File: src/hdl/assert_macros.svh
// Assertion macros shared by the extrapolator RTL.
// Depends on nothing; included by modules that carry concurrent checks.
`ifndef ASSERT_MACROS_SVH
`define ASSERT_MACROS_SVH

// Same-cycle implication, disabled while reset is high.
`define ASSERT_SAME(label, clk, rst, ante, cons) \
   label: assert property (@(posedge clk) disable iff (rst) (ante) |-> (cons)) \
      else $error("assertion failed");

// Next-cycle implication, disabled while reset is high.
`define ASSERT_NEXT(label, clk, rst, ante, cons) \
   label: assert property (@(posedge clk) disable iff (rst) (ante) |=> (cons)) \
      else $error("assertion failed");

`endif

File: src/hdl/tle_pkg.sv
// Package for the temperature linear extrapolator.
// Holds field widths, codes and the sequencer state type; depends on nothing.
package tle_pkg;

   localparam int TEMP_WIDTH = 12;
   localparam int STAMP_WIDTH = 48;
   localparam int OUT_WIDTH = 16;
   localparam int MAG_WIDTH = 13;
   localparam int MAG_INDEX_WIDTH = 4;
   localparam int QSEL_WIDTH = 17;
   localparam int PROD_WIDTH = MAG_WIDTH + QSEL_WIDTH;
   localparam int TOTAL_WIDTH = 21;
   localparam int LIN_WIDTH = TOTAL_WIDTH + 1;
   localparam int FRAC_STEPS = 2 * MAG_WIDTH;
   localparam logic [TOTAL_WIDTH-1:0] TOTAL_CAP = TOTAL_WIDTH'(1) << (TOTAL_WIDTH - 1);
   localparam logic signed [OUT_WIDTH-1:0] OUT_MAX = 16'sh7fff;
   localparam logic signed [OUT_WIDTH-1:0] OUT_MIN = -16'sh8000;

   localparam logic MODE_READING = 1'b0;
   localparam logic MODE_QUERY = 1'b1;
   localparam logic METHOD_HOLD = 1'b0;
   localparam logic METHOD_LINEAR = 1'b1;

   typedef logic signed [TEMP_WIDTH-1:0] temp_type;
   typedef logic signed [OUT_WIDTH-1:0] out_temp_type;

   typedef enum logic [6:0] {
      ST_IDLE  = 7'b0000001,
      ST_DIV   = 7'b0000010,
      ST_FRAC  = 7'b0000100,
      ST_MUL   = 7'b0001000,
      ST_TOTAL = 7'b0010000,
      ST_APPLY = 7'b0100000,
      ST_DONE  = 7'b1000000
   } state_type;

endpackage

File: src/hdl/tle_if.sv
// Valid/ready channel interfaces for the extrapolator's request and response items.
// Depends on tle_pkg for the payload widths.
interface tle_req_if;
   import tle_pkg::*;

   logic valid;
   logic ready;
   logic mode;
   temp_type temperature;
   logic [STAMP_WIDTH-1:0] timestamp;

   modport source (output valid, output mode, output temperature, output timestamp,
                   input ready);
   modport sink (input valid, input mode, input temperature, input timestamp,
                 output ready);
endinterface

interface tle_rsp_if;
   import tle_pkg::*;

   logic valid;
   logic ready;
   logic ok;
   out_temp_type selected_temp;
   out_temp_type hold_temp;
   out_temp_type linear_temp;

   modport source (output valid, output ok, output selected_temp, output hold_temp,
                   output linear_temp, input ready);
   modport sink (input valid, input ok, input selected_temp, input hold_temp,
                 input linear_temp, output ready);
endinterface

File: src/hdl/temperature_linear_extrapolator_core.sv
// Top level of the temperature linear extrapolator: slot registers, sequencer,
// shared add/compare unit and result register. Depends on tle_pkg, tle_if.sv
// and assert_macros.svh.
//
// Usage: a request item with mode 0 stores a timestamped reading and gives no
// response; it completes in the accept cycle and the core is ready again in the
// next cycle. A request item with mode 1 is a query and gives one response item.
// A query with fewer than two ordered readings goes straight to the done state
// and then to the response register. Otherwise the shared add/compare unit
// first divides the elapsed time by the reading gap, one quotient bit per
// cycle, then forms the scaled remainder fraction, followed by multiply, total
// and apply steps. The core takes no request while a query is in progress.
// If the receiver stalls, the finished response is held in the output
// register; new readings are still accepted, but a query that finishes waits
// until the held item is taken. Reset clears both reading slots, the method
// register (hold last reading) and any pending response.
`include "assert_macros.svh"

module temperature_linear_extrapolator_core #(
   parameter int TIME_WIDTH = 48
) (
   input  logic clock,
   input  logic reset,
   input  logic csr_wr_en,
   input  logic csr_wr_data,
   tle_req_if.sink req_ch,
   tle_rsp_if.source rsp_ch
);
   import tle_pkg::*;

   localparam int CNT_WIDTH = $clog2(TIME_WIDTH + 1);

   state_type state_ff, state_in;
   logic method_ff, method_in;
   temp_type prev_temp_ff, prev_temp_in, cur_temp_ff, cur_temp_in;
   logic [TIME_WIDTH-1:0] prev_time_ff, prev_time_in, cur_time_ff, cur_time_in;
   logic prev_valid_ff, prev_valid_in, cur_valid_ff, cur_valid_in;
   logic [CNT_WIDTH-1:0] cnt_ff, cnt_in;
   logic [TIME_WIDTH-1:0] acc_ff, acc_in, quo_ff, quo_in, rem_ff, rem_in, gap_ff, gap_in;
   logic [MAG_WIDTH-1:0] mag_ff, mag_in, fq_ff, fq_in;
   logic neg_ff, neg_in, big_ff, big_in;
   logic [PROD_WIDTH-1:0] prod_ff, prod_in;
   logic [TOTAL_WIDTH-1:0] total_ff, total_in;
   out_temp_type lin_ff, lin_in;
   logic rsp_valid_ff, rsp_valid_in;
   logic rsp_ok_ff, rsp_ok_in;
   out_temp_type rsp_sel_ff, rsp_sel_in, rsp_hold_ff, rsp_hold_in, rsp_lin_ff, rsp_lin_in;

   logic req_take, rsp_take, rsp_free;
   logic [TIME_WIDTH-1:0] now_w, gap_w, elapsed_w;
   logic gap_pos;
   logic signed [MAG_WIDTH-1:0] diff_w;
   logic [TIME_WIDTH-1:0] unit_addend, unit_res;
   logic unit_cin, unit_ge;
   logic [TIME_WIDTH:0] unit_sum, unit_diff;
   logic q_big;
   logic [PROD_WIDTH:0] sum_w;
   logic signed [LIN_WIDTH-1:0] cur_ext, tot_ext, lin_w;
   out_temp_type cur_out, hold_w, linr_w;

   assign req_ch.ready = (state_ff == ST_IDLE);
   assign req_take = req_ch.valid && req_ch.ready;
   assign rsp_take = rsp_valid_ff && rsp_ch.ready;
   assign rsp_free = !rsp_valid_ff || rsp_ch.ready;

   assign rsp_ch.valid = rsp_valid_ff;
   assign rsp_ch.ok = rsp_ok_ff;
   assign rsp_ch.selected_temp = rsp_sel_ff;
   assign rsp_ch.hold_temp = rsp_hold_ff;
   assign rsp_ch.linear_temp = rsp_lin_ff;

   assign now_w = TIME_WIDTH'(req_ch.timestamp);
   assign gap_pos = cur_time_ff > prev_time_ff;
   assign gap_w = cur_time_ff - prev_time_ff;
   assign elapsed_w = (now_w > cur_time_ff) ? (now_w - cur_time_ff) : '0;
   assign diff_w = MAG_WIDTH'(cur_temp_ff) - MAG_WIDTH'(prev_temp_ff);
   assign cur_out = OUT_WIDTH'(cur_temp_ff);

   // Shared unit: add, then conditionally subtract the gap.
   always_comb begin
      unit_addend = acc_ff;
      unit_cin = 1'b0;
      if (state_ff == ST_DIV) begin
         unit_cin = quo_ff[TIME_WIDTH-1];
      end else if (!cnt_ff[0]) begin
         unit_addend = mag_ff[cnt_ff[MAG_INDEX_WIDTH:1]] ? rem_ff : '0;
      end
   end

   assign unit_sum = {1'b0, acc_ff} + {1'b0, unit_addend} + (TIME_WIDTH + 1)'(unit_cin);
   assign unit_ge = unit_sum >= {1'b0, gap_ff};
   assign unit_diff = unit_sum - {1'b0, gap_ff};
   assign unit_res = unit_ge ? unit_diff[TIME_WIDTH-1:0] : unit_sum[TIME_WIDTH-1:0];

   assign q_big = (quo_ff[TIME_WIDTH-1:QSEL_WIDTH] != '0) ||
                  (quo_ff[QSEL_WIDTH-1] && (quo_ff[QSEL_WIDTH-2:0] != '0));
   assign sum_w = {1'b0, prod_ff} + (PROD_WIDTH + 1)'(fq_ff);

   assign cur_ext = LIN_WIDTH'(cur_temp_ff);
   assign tot_ext = signed'({1'b0, total_ff});
   assign lin_w = neg_ff ? (cur_ext - tot_ext) : (cur_ext + tot_ext);

   assign hold_w = cur_valid_ff ? cur_out : '0;
   assign linr_w = cur_valid_ff ? lin_ff : '0;

   always_comb begin
      state_in = state_ff;
      method_in = csr_wr_en ? csr_wr_data : method_ff;
      prev_temp_in = prev_temp_ff;
      prev_time_in = prev_time_ff;
      prev_valid_in = prev_valid_ff;
      cur_temp_in = cur_temp_ff;
      cur_time_in = cur_time_ff;
      cur_valid_in = cur_valid_ff;
      cnt_in = cnt_ff;
      acc_in = acc_ff;
      quo_in = quo_ff;
      rem_in = rem_ff;
      gap_in = gap_ff;
      mag_in = mag_ff;
      fq_in = fq_ff;
      neg_in = neg_ff;
      big_in = big_ff;
      prod_in = prod_ff;
      total_in = total_ff;
      lin_in = lin_ff;
      rsp_valid_in = rsp_take ? 1'b0 : rsp_valid_ff;
      rsp_ok_in = rsp_ok_ff;
      rsp_sel_in = rsp_sel_ff;
      rsp_hold_in = rsp_hold_ff;
      rsp_lin_in = rsp_lin_ff;
      unique case (state_ff)
         ST_IDLE: begin
            if (req_take && (req_ch.mode == MODE_READING)) begin
               prev_temp_in = cur_temp_ff;
               prev_time_in = cur_time_ff;
               prev_valid_in = cur_valid_ff;
               cur_temp_in = req_ch.temperature;
               cur_time_in = now_w;
               cur_valid_in = 1'b1;
            end else if (req_take) begin
               lin_in = cur_out;
               acc_in = '0;
               quo_in = elapsed_w;
               gap_in = gap_w;
               neg_in = diff_w[MAG_WIDTH-1];
               mag_in = diff_w[MAG_WIDTH-1] ? MAG_WIDTH'(-diff_w) : MAG_WIDTH'(diff_w);
               fq_in = '0;
               cnt_in = CNT_WIDTH'(TIME_WIDTH - 1);
               state_in = (prev_valid_ff && gap_pos) ? ST_DIV : ST_DONE;
            end
         end
         ST_DIV: begin
            quo_in = {quo_ff[TIME_WIDTH-2:0], unit_ge};
            acc_in = unit_res;
            cnt_in = cnt_ff - 1'b1;
            if (cnt_ff == '0) begin
               rem_in = unit_res;
               acc_in = '0;
               cnt_in = CNT_WIDTH'(FRAC_STEPS - 1);
               state_in = ST_FRAC;
            end
         end
         ST_FRAC: begin
            acc_in = unit_res;
            if (cnt_ff[0]) begin
               fq_in = {fq_ff[MAG_WIDTH-2:0], unit_ge};
            end else begin
               fq_in = fq_ff + MAG_WIDTH'(unit_ge);
            end
            cnt_in = cnt_ff - 1'b1;
            if (cnt_ff == '0) begin
               state_in = ST_MUL;
            end
         end
         ST_MUL: begin
            prod_in = PROD_WIDTH'(mag_ff) * PROD_WIDTH'(quo_ff[QSEL_WIDTH-1:0]);
            big_in = q_big && (mag_ff != '0);
            state_in = ST_TOTAL;
         end
         ST_TOTAL: begin
            if (big_ff || (sum_w > (PROD_WIDTH + 1)'(TOTAL_CAP))) begin
               total_in = TOTAL_CAP;
            end else begin
               total_in = sum_w[TOTAL_WIDTH-1:0];
            end
            state_in = ST_APPLY;
         end
         ST_APPLY: begin
            if (lin_w > LIN_WIDTH'(OUT_MAX)) begin
               lin_in = OUT_MAX;
            end else if (lin_w < LIN_WIDTH'(OUT_MIN)) begin
               lin_in = OUT_MIN;
            end else begin
               lin_in = lin_w[OUT_WIDTH-1:0];
            end
            state_in = ST_DONE;
         end
         ST_DONE: begin
            if (rsp_free) begin
               rsp_valid_in = 1'b1;
               rsp_ok_in = cur_valid_ff;
               rsp_hold_in = hold_w;
               rsp_lin_in = linr_w;
               rsp_sel_in = (method_ff == METHOD_LINEAR) ? linr_w : hold_w;
               state_in = ST_IDLE;
            end
         end
         default: begin
            state_in = ST_IDLE;
         end
      endcase
   end

   always_ff @(posedge clock) begin
      if (reset) begin
         state_ff <= ST_IDLE;
         method_ff <= METHOD_HOLD;
         prev_temp_ff <= '0;
         prev_time_ff <= '0;
         prev_valid_ff <= 1'b0;
         cur_temp_ff <= '0;
         cur_time_ff <= '0;
         cur_valid_ff <= 1'b0;
         rsp_valid_ff <= 1'b0;
         cnt_ff <= '0;
      end else begin
         state_ff <= state_in;
         method_ff <= method_in;
         prev_temp_ff <= prev_temp_in;
         prev_time_ff <= prev_time_in;
         prev_valid_ff <= prev_valid_in;
         cur_temp_ff <= cur_temp_in;
         cur_time_ff <= cur_time_in;
         cur_valid_ff <= cur_valid_in;
         rsp_valid_ff <= rsp_valid_in;
         cnt_ff <= cnt_in;
      end
   end

   always_ff @(posedge clock) begin
      acc_ff <= acc_in;
      quo_ff <= quo_in;
      rem_ff <= rem_in;
      gap_ff <= gap_in;
      mag_ff <= mag_in;
      fq_ff <= fq_in;
      neg_ff <= neg_in;
      big_ff <= big_in;
      prod_ff <= prod_in;
      total_ff <= total_in;
      lin_ff <= lin_in;
      rsp_ok_ff <= rsp_ok_in;
      rsp_sel_ff <= rsp_sel_in;
      rsp_hold_ff <= rsp_hold_in;
      rsp_lin_ff <= rsp_lin_in;
   end

   `ASSERT_NEXT(a_reading_stored, clock, reset,
      req_take && (req_ch.mode == MODE_READING), cur_valid_ff && (state_ff == ST_IDLE))
   `ASSERT_SAME(a_acc_below_gap, clock, reset,
      (state_ff == ST_DIV) || (state_ff == ST_FRAC), acc_ff < gap_ff)
   `ASSERT_SAME(a_frac_below_mag, clock, reset,
      state_ff == ST_MUL, (fq_ff < mag_ff) || (fq_ff == '0))
   `ASSERT_NEXT(a_done_waits, clock, reset,
      (state_ff == ST_DONE) && rsp_valid_ff && !rsp_ch.ready, state_ff == ST_DONE)
   `ASSERT_SAME(a_not_ok_zero, clock, reset,
      rsp_valid_ff && !rsp_ok_ff,
      (rsp_sel_ff == '0) && (rsp_hold_ff == '0) && (rsp_lin_ff == '0))

endmodule
File: src/flat_wrapper.sv
// flat-port wrapper written by rule: the top's interface ports become plain ports
module temperature_linear_extrapolator_core_flat import tle_pkg::*;
#(
   parameter int TIME_WIDTH = 48
)
  (clock, reset, csr_wr_en, csr_wr_data, req_ch_valid, req_ch_mode, req_ch_temperature, req_ch_timestamp, req_ch_ready, rsp_ch_valid, rsp_ch_ok, rsp_ch_selected_temp, rsp_ch_hold_temp, rsp_ch_linear_temp, rsp_ch_ready);
  tle_req_if req_ch_i ();
  tle_rsp_if rsp_ch_i ();
  input  logic clock;
  input  logic reset;
  input  logic csr_wr_en;
  input  logic csr_wr_data;
  input wire logic [$bits(req_ch_i.valid)-1:0] req_ch_valid;
  input wire logic [$bits(req_ch_i.mode)-1:0] req_ch_mode;
  input wire logic [$bits(req_ch_i.temperature)-1:0] req_ch_temperature;
  input wire logic [$bits(req_ch_i.timestamp)-1:0] req_ch_timestamp;
  output wire logic [$bits(req_ch_i.ready)-1:0] req_ch_ready;
  output wire logic [$bits(rsp_ch_i.valid)-1:0] rsp_ch_valid;
  output wire logic [$bits(rsp_ch_i.ok)-1:0] rsp_ch_ok;
  output wire logic [$bits(rsp_ch_i.selected_temp)-1:0] rsp_ch_selected_temp;
  output wire logic [$bits(rsp_ch_i.hold_temp)-1:0] rsp_ch_hold_temp;
  output wire logic [$bits(rsp_ch_i.linear_temp)-1:0] rsp_ch_linear_temp;
  input wire logic [$bits(rsp_ch_i.ready)-1:0] rsp_ch_ready;
  assign req_ch_i.valid = req_ch_valid;
  assign req_ch_i.mode = req_ch_mode;
  assign req_ch_i.temperature = req_ch_temperature;
  assign req_ch_i.timestamp = req_ch_timestamp;
  assign req_ch_ready = req_ch_i.ready;
  assign rsp_ch_valid = rsp_ch_i.valid;
  assign rsp_ch_ok = rsp_ch_i.ok;
  assign rsp_ch_selected_temp = rsp_ch_i.selected_temp;
  assign rsp_ch_hold_temp = rsp_ch_i.hold_temp;
  assign rsp_ch_linear_temp = rsp_ch_i.linear_temp;
  assign rsp_ch_i.ready = rsp_ch_ready;
  temperature_linear_extrapolator_core #(.TIME_WIDTH(TIME_WIDTH)) u_core (.clock(clock), .reset(reset), .csr_wr_en(csr_wr_en), .csr_wr_data(csr_wr_data), .req_ch(req_ch_i), .rsp_ch(rsp_ch_i));
endmodule
File: config.mk
export PLATFORM = sky130hd
export DESIGN_NAME = temperature_linear_extrapolator_core_flat
export DESIGN_NICKNAME = d
export VERILOG_FILES = /design/src/hdl/tle_pkg.sv /design/src/hdl/tle_if.sv /design/src/hdl/temperature_linear_extrapolator_core.sv /design/src/flat_wrapper.sv
export VERILOG_INCLUDE_DIRS = /design/src /design/src/hdl
export SDC_FILE = /design/constraint.sdc
export NUM_CORES = 2
export LEC_CHECK = 0
export BUFFER_PORTS_ARGS = -buffer_cell sky130_fd_sc_hd__buf_2
export CORE_ASPECT_RATIO = 2
export CORE_MARGIN = 5
export CORE_UTILIZATION = 33
export CTS_CLUSTER_DIAMETER = 120
export DETAILED_ROUTE_END_ITERATION = 16
export GPL_ROUTABILITY_DRIVEN = 0
export HOLD_SLACK_MARGIN = 0.02
export PLACE_DENSITY = 0.51
export SETUP_SLACK_MARGIN = 0.05
export SLEW_MARGIN = 20
export SYNTH_ARGS = -nofsm -noshare
export SYNTH_HDL_FRONTEND = slang
export SYNTH_SLANG_ARGS = --single-unit
File: constraint.sdc
create_clock -name clock -period 23.6 [get_ports clock]
set_clock_uncertainty 0.1 [all_clocks]
set_input_delay 0 -clock clock [delete_from_list [all_inputs] [get_ports clock]]
set_output_delay 0 -clock clock [all_outputs]
set_load 0.03 [all_outputs]
* Word level (Yosys, flattened, before mapping)
Index checks and enable logic that the tools add are counted.
Word-level totals: register bits 473, word-level logic and storage cells 130, input bits 67
Cells by class: $add $sub $neg 12, $lt $le $gt $ge 7, reduce and logical (&&, ||, !) cells 27, bitwise logic cells 2, equal/unequal tests 12, mux-type cells 43, multiply operators 1
Operators by type and width (count):
- 2-to-1 mux 48 bit | 10
- case mux 48 bit (3 select lines) | 1
- subtractor 48 bit | 3
- 2-to-1 mux 16 bit | 7
- > comparator 48 bit | 2
- case mux 48 bit (2 select lines) | 1
- adder 48 x 48 -> 49 bit | 1
- adder 49 x 1 -> 49 bit | 1
- greater-or-equal comparator 49 x 48 -> 1 bit | 1
- case mux 7 bit (7 select lines) | 1
- 2-to-1 mux 7 bit | 6
- 2-to-1 mux 13 bit | 3
- case mux 16 bit (2 select lines) | 1
- adder 30 x 13 -> 31 bit | 1
- > comparator 31 x 21 -> 1 bit, second input constant | 1
- nonzero test 31 bit | 1
- multiplier 13 x 17 -> 30 bit | 1
- case mux 13 bit (2 select lines) | 1
- adder 12 x 22 -> 22 bit | 1
- > comparator 22 x 16 -> 1 bit, second input constant | 1
- less-than comparator 22 x 16 -> 1 bit, second input constant | 1
- 2-to-1 mux 22 bit | 1
- subtractor 12 x 22 -> 22 bit | 1
- 2-to-1 mux 6 bit | 3
- 30 further kinds | 53

* Depth between registers and ports, before layout
depth after elaboration 11, depth in mapped cells 43, depth with buffers taken out 38

* Worst setup path before layout
No wires, ideal clock.
path type reg-to-reg, from register u_core.cnt_ff[1], to register u_core.fq_ff[12], data pin, data arrival time 8.630 ns, cell stages (with the launch flop) 44, path buffers 6, required time 23.234 ns, library setup time 0.266 ns, period minus slack after synthesis 8.996 ns, setup slack 14.604 ns, cells stage by stage dfxtp_1 -> clkbuf_1 -> mux4_2 -> mux4_2 -> and3_1 -> clkbuf_1 -> clkbuf_1 -> a22o_1 -> fa_1 -> fa_1 -> a211oi_1 -> o21bai_1 -> a21oi_1 -> o21ai_1 -> o31ai_2 -> nor2_1 -> or2_2 -> a41oi_1 -> (+8 left out) -> o22a_1 -> a31oi_1 -> a31o_1 -> nand2_1 -> and2_1 -> buf_6 -> inv_4 -> buf_6 -> buf_6 -> ha_1 -> ha_1 -> nand3_1 -> nor2_1 -> nand3_1 -> nor2_1 -> nand2_1 -> nand3_1 -> a21oi_1
Between the ends: longest elaborated chain between the ends 11
Ends and longest elaborated chain:
- from (decl) | line temperature_linear_extrapolator_core.sv:38 | logic [CNT_WIDTH-1:0] cnt_ff, cnt_in;
- from (signal assigned) | line temperature_linear_extrapolator_core.sv:237 | cnt_ff <= cnt_in;
- binary-select mux 1 bit (select 4 bit) | line temperature_linear_extrapolator_core.sv:86 | unit_addend = mag_ff[cnt_ff[MAG_INDEX_WIDTH:1]] ? rem_ff : '0;
- 2-to-1 mux 1 bit (implied by the code) | line temperature_linear_extrapolator_core.sv:86
- 2-to-1 mux 48 bit | line temperature_linear_extrapolator_core.sv:86
- 2-to-1 mux 48 bit | line temperature_linear_extrapolator_core.sv:85 | end else if (!cnt_ff[0]) begin
- 2-to-1 mux 48 bit | line temperature_linear_extrapolator_core.sv:83 | if (state_ff == ST_DIV) begin
- adder 48 x 48 -> 49 bit | line temperature_linear_extrapolator_core.sv:90 | assign unit_sum = {1'b0, acc_ff} + {1'b0, unit_addend} + (TIME_WIDTH + 1)'(unit_cin);
- adder 49 x 1 -> 49 bit | line temperature_linear_extrapolator_core.sv:90
- greater-or-equal comparator 49 x 48 -> 1 bit | line temperature_linear_extrapolator_core.sv:91 | assign unit_ge = unit_sum >= {1'b0, gap_ff};
- adder 13 x 1 -> 13 bit | line temperature_linear_extrapolator_core.sv:169 | fq_in = fq_ff + MAG_WIDTH'(unit_ge);
- 2-to-1 mux 13 bit | line temperature_linear_extrapolator_core.sv:166 | if (cnt_ff[0]) begin
- case mux 13 bit (2 select lines) | line temperature_linear_extrapolator_core.sv:132 | unique case (state_ff)
- to (signal assigned) | line temperature_linear_extrapolator_core.sv:247 | fq_ff <= fq_in;
- to (decl) | line temperature_linear_extrapolator_core.sv:40 | logic [MAG_WIDTH-1:0] mag_ff, mag_in, fq_ff, fq_in;
Every way passes these cells. The select of a mux whose other input is x is not followed. A chain may end at the register's enable or synchronous reset.

* Worst setup path after layout
from register u_core.mag_ff[6], to register u_core.fq_ff[10], data pin
Between the ends: longest elaborated chain between the ends 11
Ends and longest elaborated chain:
- from (decl) | line temperature_linear_extrapolator_core.sv:40
- from (signal assigned) | line temperature_linear_extrapolator_core.sv:246 | mag_ff <= mag_in;
- binary-select mux 1 bit (select 4 bit) | line temperature_linear_extrapolator_core.sv:86
- 2-to-1 mux 1 bit (implied by the code) | line temperature_linear_extrapolator_core.sv:86
- 2-to-1 mux 48 bit | line temperature_linear_extrapolator_core.sv:86
- 2-to-1 mux 48 bit | line temperature_linear_extrapolator_core.sv:85
- 2-to-1 mux 48 bit | line temperature_linear_extrapolator_core.sv:83
- adder 48 x 48 -> 49 bit | line temperature_linear_extrapolator_core.sv:90
- adder 49 x 1 -> 49 bit | line temperature_linear_extrapolator_core.sv:90
- greater-or-equal comparator 49 x 48 -> 1 bit | line temperature_linear_extrapolator_core.sv:91
- adder 13 x 1 -> 13 bit | line temperature_linear_extrapolator_core.sv:169
- 2-to-1 mux 13 bit | line temperature_linear_extrapolator_core.sv:166
- case mux 13 bit (2 select lines) | line temperature_linear_extrapolator_core.sv:132
Every way passes these cells. The select of a mux whose other input is x is not followed.

==> results.sh <==
export IMPL_setup_viol=0
export IMPL_antenna_found_initial=2
export IMPL_slew_viol_final=0
export IMPL_rows=177
export IMPL_critPathMaxFanout=48
export IMPL_routedWlPerCell_um=19.38
export IMPL_slew_headroom=0.2897
export IMPL_rsz0062_at_grt="false"
export IMPL_reg2reg_depth=37
export IMPL_place_area_um2=40680
export IMPL_synth_top_area_share=0.2578
export IMPL_drive_gt1_frac=0.06920
export IMPL_worst_setup_path_start_kind="flip-flop"
export IMPL_tns_ps=0
export IMPL_grtUsageTotal=0.1802
export IMPL_h_tree_depth=2
export IMPL_tritoncts="built"
export IMPL_worstSetupEndpointType="flip-flop"
export IMPL_run_status="finished, final reports clean"
export IMPL_detail_route_antenna_nets=0
export IMPL_fin_area_um2=43690
export IMPL_die_width_um=252.1
export IMPL_place_inst=5750
export IMPL_ys_ff_latch=469
export IMPL_numCtsBuffers=49
export IMPL_rr_startpoint="u_core.mag_ff[6]"
export IMPL_grt_max_degree=81
export IMPL_hold_start="req_ch_timestamp[20]"
export IMPL_nets=4967
export IMPL_synthCells=4264
export IMPL_drtIter0Drc=1594
export IMPL_pre_cts_ws_ps=13450
export IMPL_die_area_um2=124500
export IMPL_die_h_um=494.1
export IMPL_grt_pass1_wl_um=178500
export IMPL_rr_endpoint="u_core.fq_ff[10]"
export IMPL_required_ps=23960
export IMPL_holdCritPathClass="input port to flip-flop"
export IMPL_period_minus_slack_ps=10150
export IMPL_layoutNonFillerInstCount=5973
export IMPL_worst_setup_path_type="flip-flop to flip-flop"
export IMPL_clk_path_buf_depth=3
export IMPL_ys_warn_count=0
export IMPL_tightest_slew_ps=1056
export IMPL_ys_top_cells_by_count="559 x nand2_1, 416 x inv_1, 383 x a21oi_1"
export IMPL_post_synth_num_cell_types=95
export IMPL_core_area_um2=116500
export IMPL_synth_area_leaders="edfxtp_1 26%, ha_1 10%, fa_1 9.0%, dfxtp_1 7.1%, nand2_1 5.4%"
export IMPL_netlist_area_um2=38670
export IMPL_crit_slowest_cell="edfxtp_1"
export IMPL_drcViolationCount=0
export IMPL_hold_viol_final=0
export IMPL_synth_nets=4821
export IMPL_drtPass1Iterations=5
export IMPL_worstHoldPathCells=4
export IMPL_cts_sinks=469
export IMPL_timing_final_crit_share=0.4302
export IMPL_netlist_top_cell_by_area="edfxtp_1"
export IMPL_clkSlewWorstSetupHoldPaths_ps=70
export IMPL_postLayoutSetupSlackWorst_ps=13450
export IMPL_yosysMostFrequentCell="nand2_1"
export IMPL_wl_um=115700
export IMPL_io_pins=118
export IMPL_nFillCells=11990
export IMPL_grt_pass1_vias=31510
export IMPL_maxCapViolations=0
export IMPL_power_density_nw_per_um2=123.2
export IMPL_ir_drop_uv=243.3
export IMPL_hpwl_um=90080
export IMPL_p_leak_nw=18.33
export IMPL_overflow=0
export IMPL_clock_latency_ps=640
export IMPL_start_util=0.3320
export IMPL_cp_arrival_ps=10510
export IMPL_root_buffer="clkbuf_16"
export IMPL_viasPerCell=5.209
export IMPL_slowest_delay_ps=680
export IMPL_area_growth_pct=12.98
export IMPL_async_reset_ff_frac=0
export IMPL_vias=31110
export IMPL_reg2reg_slack_ps=13450
export IMPL_portBuffers=117
export IMPL_max_freq_ghz=0.09849
export IMPL_avgSynthCellArea_um2=9.069
export IMPL_hold_end="u_core.cur_time_ff[20]"
export IMPL_ys_seq_area_frac=0.3287
export IMPL_synth_flop_cell="edfxtp_1"
export IMPL_fin_util=0.3751
export IMPL_synth_edf_count=332
==> cell type report <==
type | count | area [µm²] | area share
multi-input combinational | 3197 | 23700 | 0.5424
sequential | 469 | 12710 | 0.2910
timing repair buffer | 274 | 2092 | 0.04788
tap | 1521 | 1903 | 0.04356
inverter | 419 | 1575 | 0.03605
clock buffer | 62 | 1390 | 0.03182
clock inverter | 30 | 320.3 | 0.007331
antenna | 1 | 2.502 | 0.00005727
==> critical path: cells and delay by family, from the launching register on <==
family / cells / cell delay (ps)
buf+inv: 2 / 410
fa+ha+maj: 5 / 1750
compound gates: 17 / 3900
xor+xnor: 1 / 190
mux: 2 / 1080
flops: 1 / 680
simple gates: 10 / 1830
==> placed cells by master (no fill, tap or decap), drive strengths merged, types with 20 or more instances in the layout <==
cell type,instances
a31oi,27
a22o,98
nand4,38
xor2,88
fa,173
a21oi,383
inv,425
nand2,559
nor4,35
dfxtp,137
xnor2,181
nor3,51
buf,144
dlygate4sd3,130
o21ai,166
o21a,36
nand2b,39
nor2b,45
and3,35
a211oi,26
nand3,74
o211ai,20
mux2,27
o21bai,40
nor2,191
edfxtp,332
ha,317
and2,177
clkbuf,62
a21o,160
==> where the power goes <==
group / internal (mW) / switching (mW)
clock network: 0.461 / 0.380
registers: 1.11 / 0.0685
logic: 1.39 / 1.97
total: 2.96 / 2.42
==> what timing repair did <==
action,4_1_cts,5_1_grt
hold buffers,130,0
resized for setup,0,0
endpoints found under the hold margin,122,0
setup buffers,0,0
==> through the flow <==
stage               total power [mW]  hold WS (ps)
floorplan                      3.649         4.824
global placement               4.538         146.5
detailed placement             4.555         141.8
CTS                            5.450         38.55
global route                   5.848         81.80
finish                         5.382         81.98
==> cells by family after synthesis <==
logic type	Yosys count	synth area share
buf+inv	598	0.05973
compound gates	1094	0.1854
fa+ha+maj	490	0.1921
mux	37	0.01175
simple gates	1307	0.1613
xor+xnor	269	0.06092
flops	469	0.3287
==> metal layers <==
metal / track usage / part of all wire / vias up
li1: - / - / 15210
met1: 0.1953 / 0.38 / 15140
met2: 0.3528 / 0.55 / 545
met3: 0.01347 / 0.024 / 225
met4: 0.07914 / 0.049 / 0
met5: 0 / 0 / -
==> flip-flops by register name, summed over array words and instances (netlist names), 12 cells and up <==
signal,count
u_core.acc_ff,48
u_core.cur_time_ff,48
u_core.gap_ff,48
u_core.prev_time_ff,48
u_core.quo_ff,48
u_core.rem_ff,48
u_core.prod_ff,30
u_core.total_ff,21
u_core.lin_ff,16
u_core.rsp_ch.linear_temp,16
u_core.rsp_ch.selected_temp,16
u_core.fq_ff,13
u_core.mag_ff,13
u_core.cur_temp_ff,12
u_core.prev_temp_ff,12
u_core.rsp_ch.hold_temp,12
==> worst max-delay path by stage <==
| stage | cells after the start | from | slack [ps] | endpoint |
|---|---|---|---|---|
| detailed placement | 38 | u_core.mag_ff[11] | 13450 | u_core.fq_ff[12] |
| global placement | 38 | u_core.mag_ff[11] | 13470 | u_core.fq_ff[12] |
| global route | 37 | u_core.mag_ff[6] | 12800 | u_core.fq_ff[10] |
| floorplan | 43 | u_core.cnt_ff[1] | 14600 | u_core.fq_ff[12] |
| finish | 37 | u_core.mag_ff[6] | 13450 | u_core.fq_ff[10] |
| CTS | 37 | u_core.mag_ff[6] | 13430 | u_core.fq_ff[10] |
(Power assumes the default switching activity.)
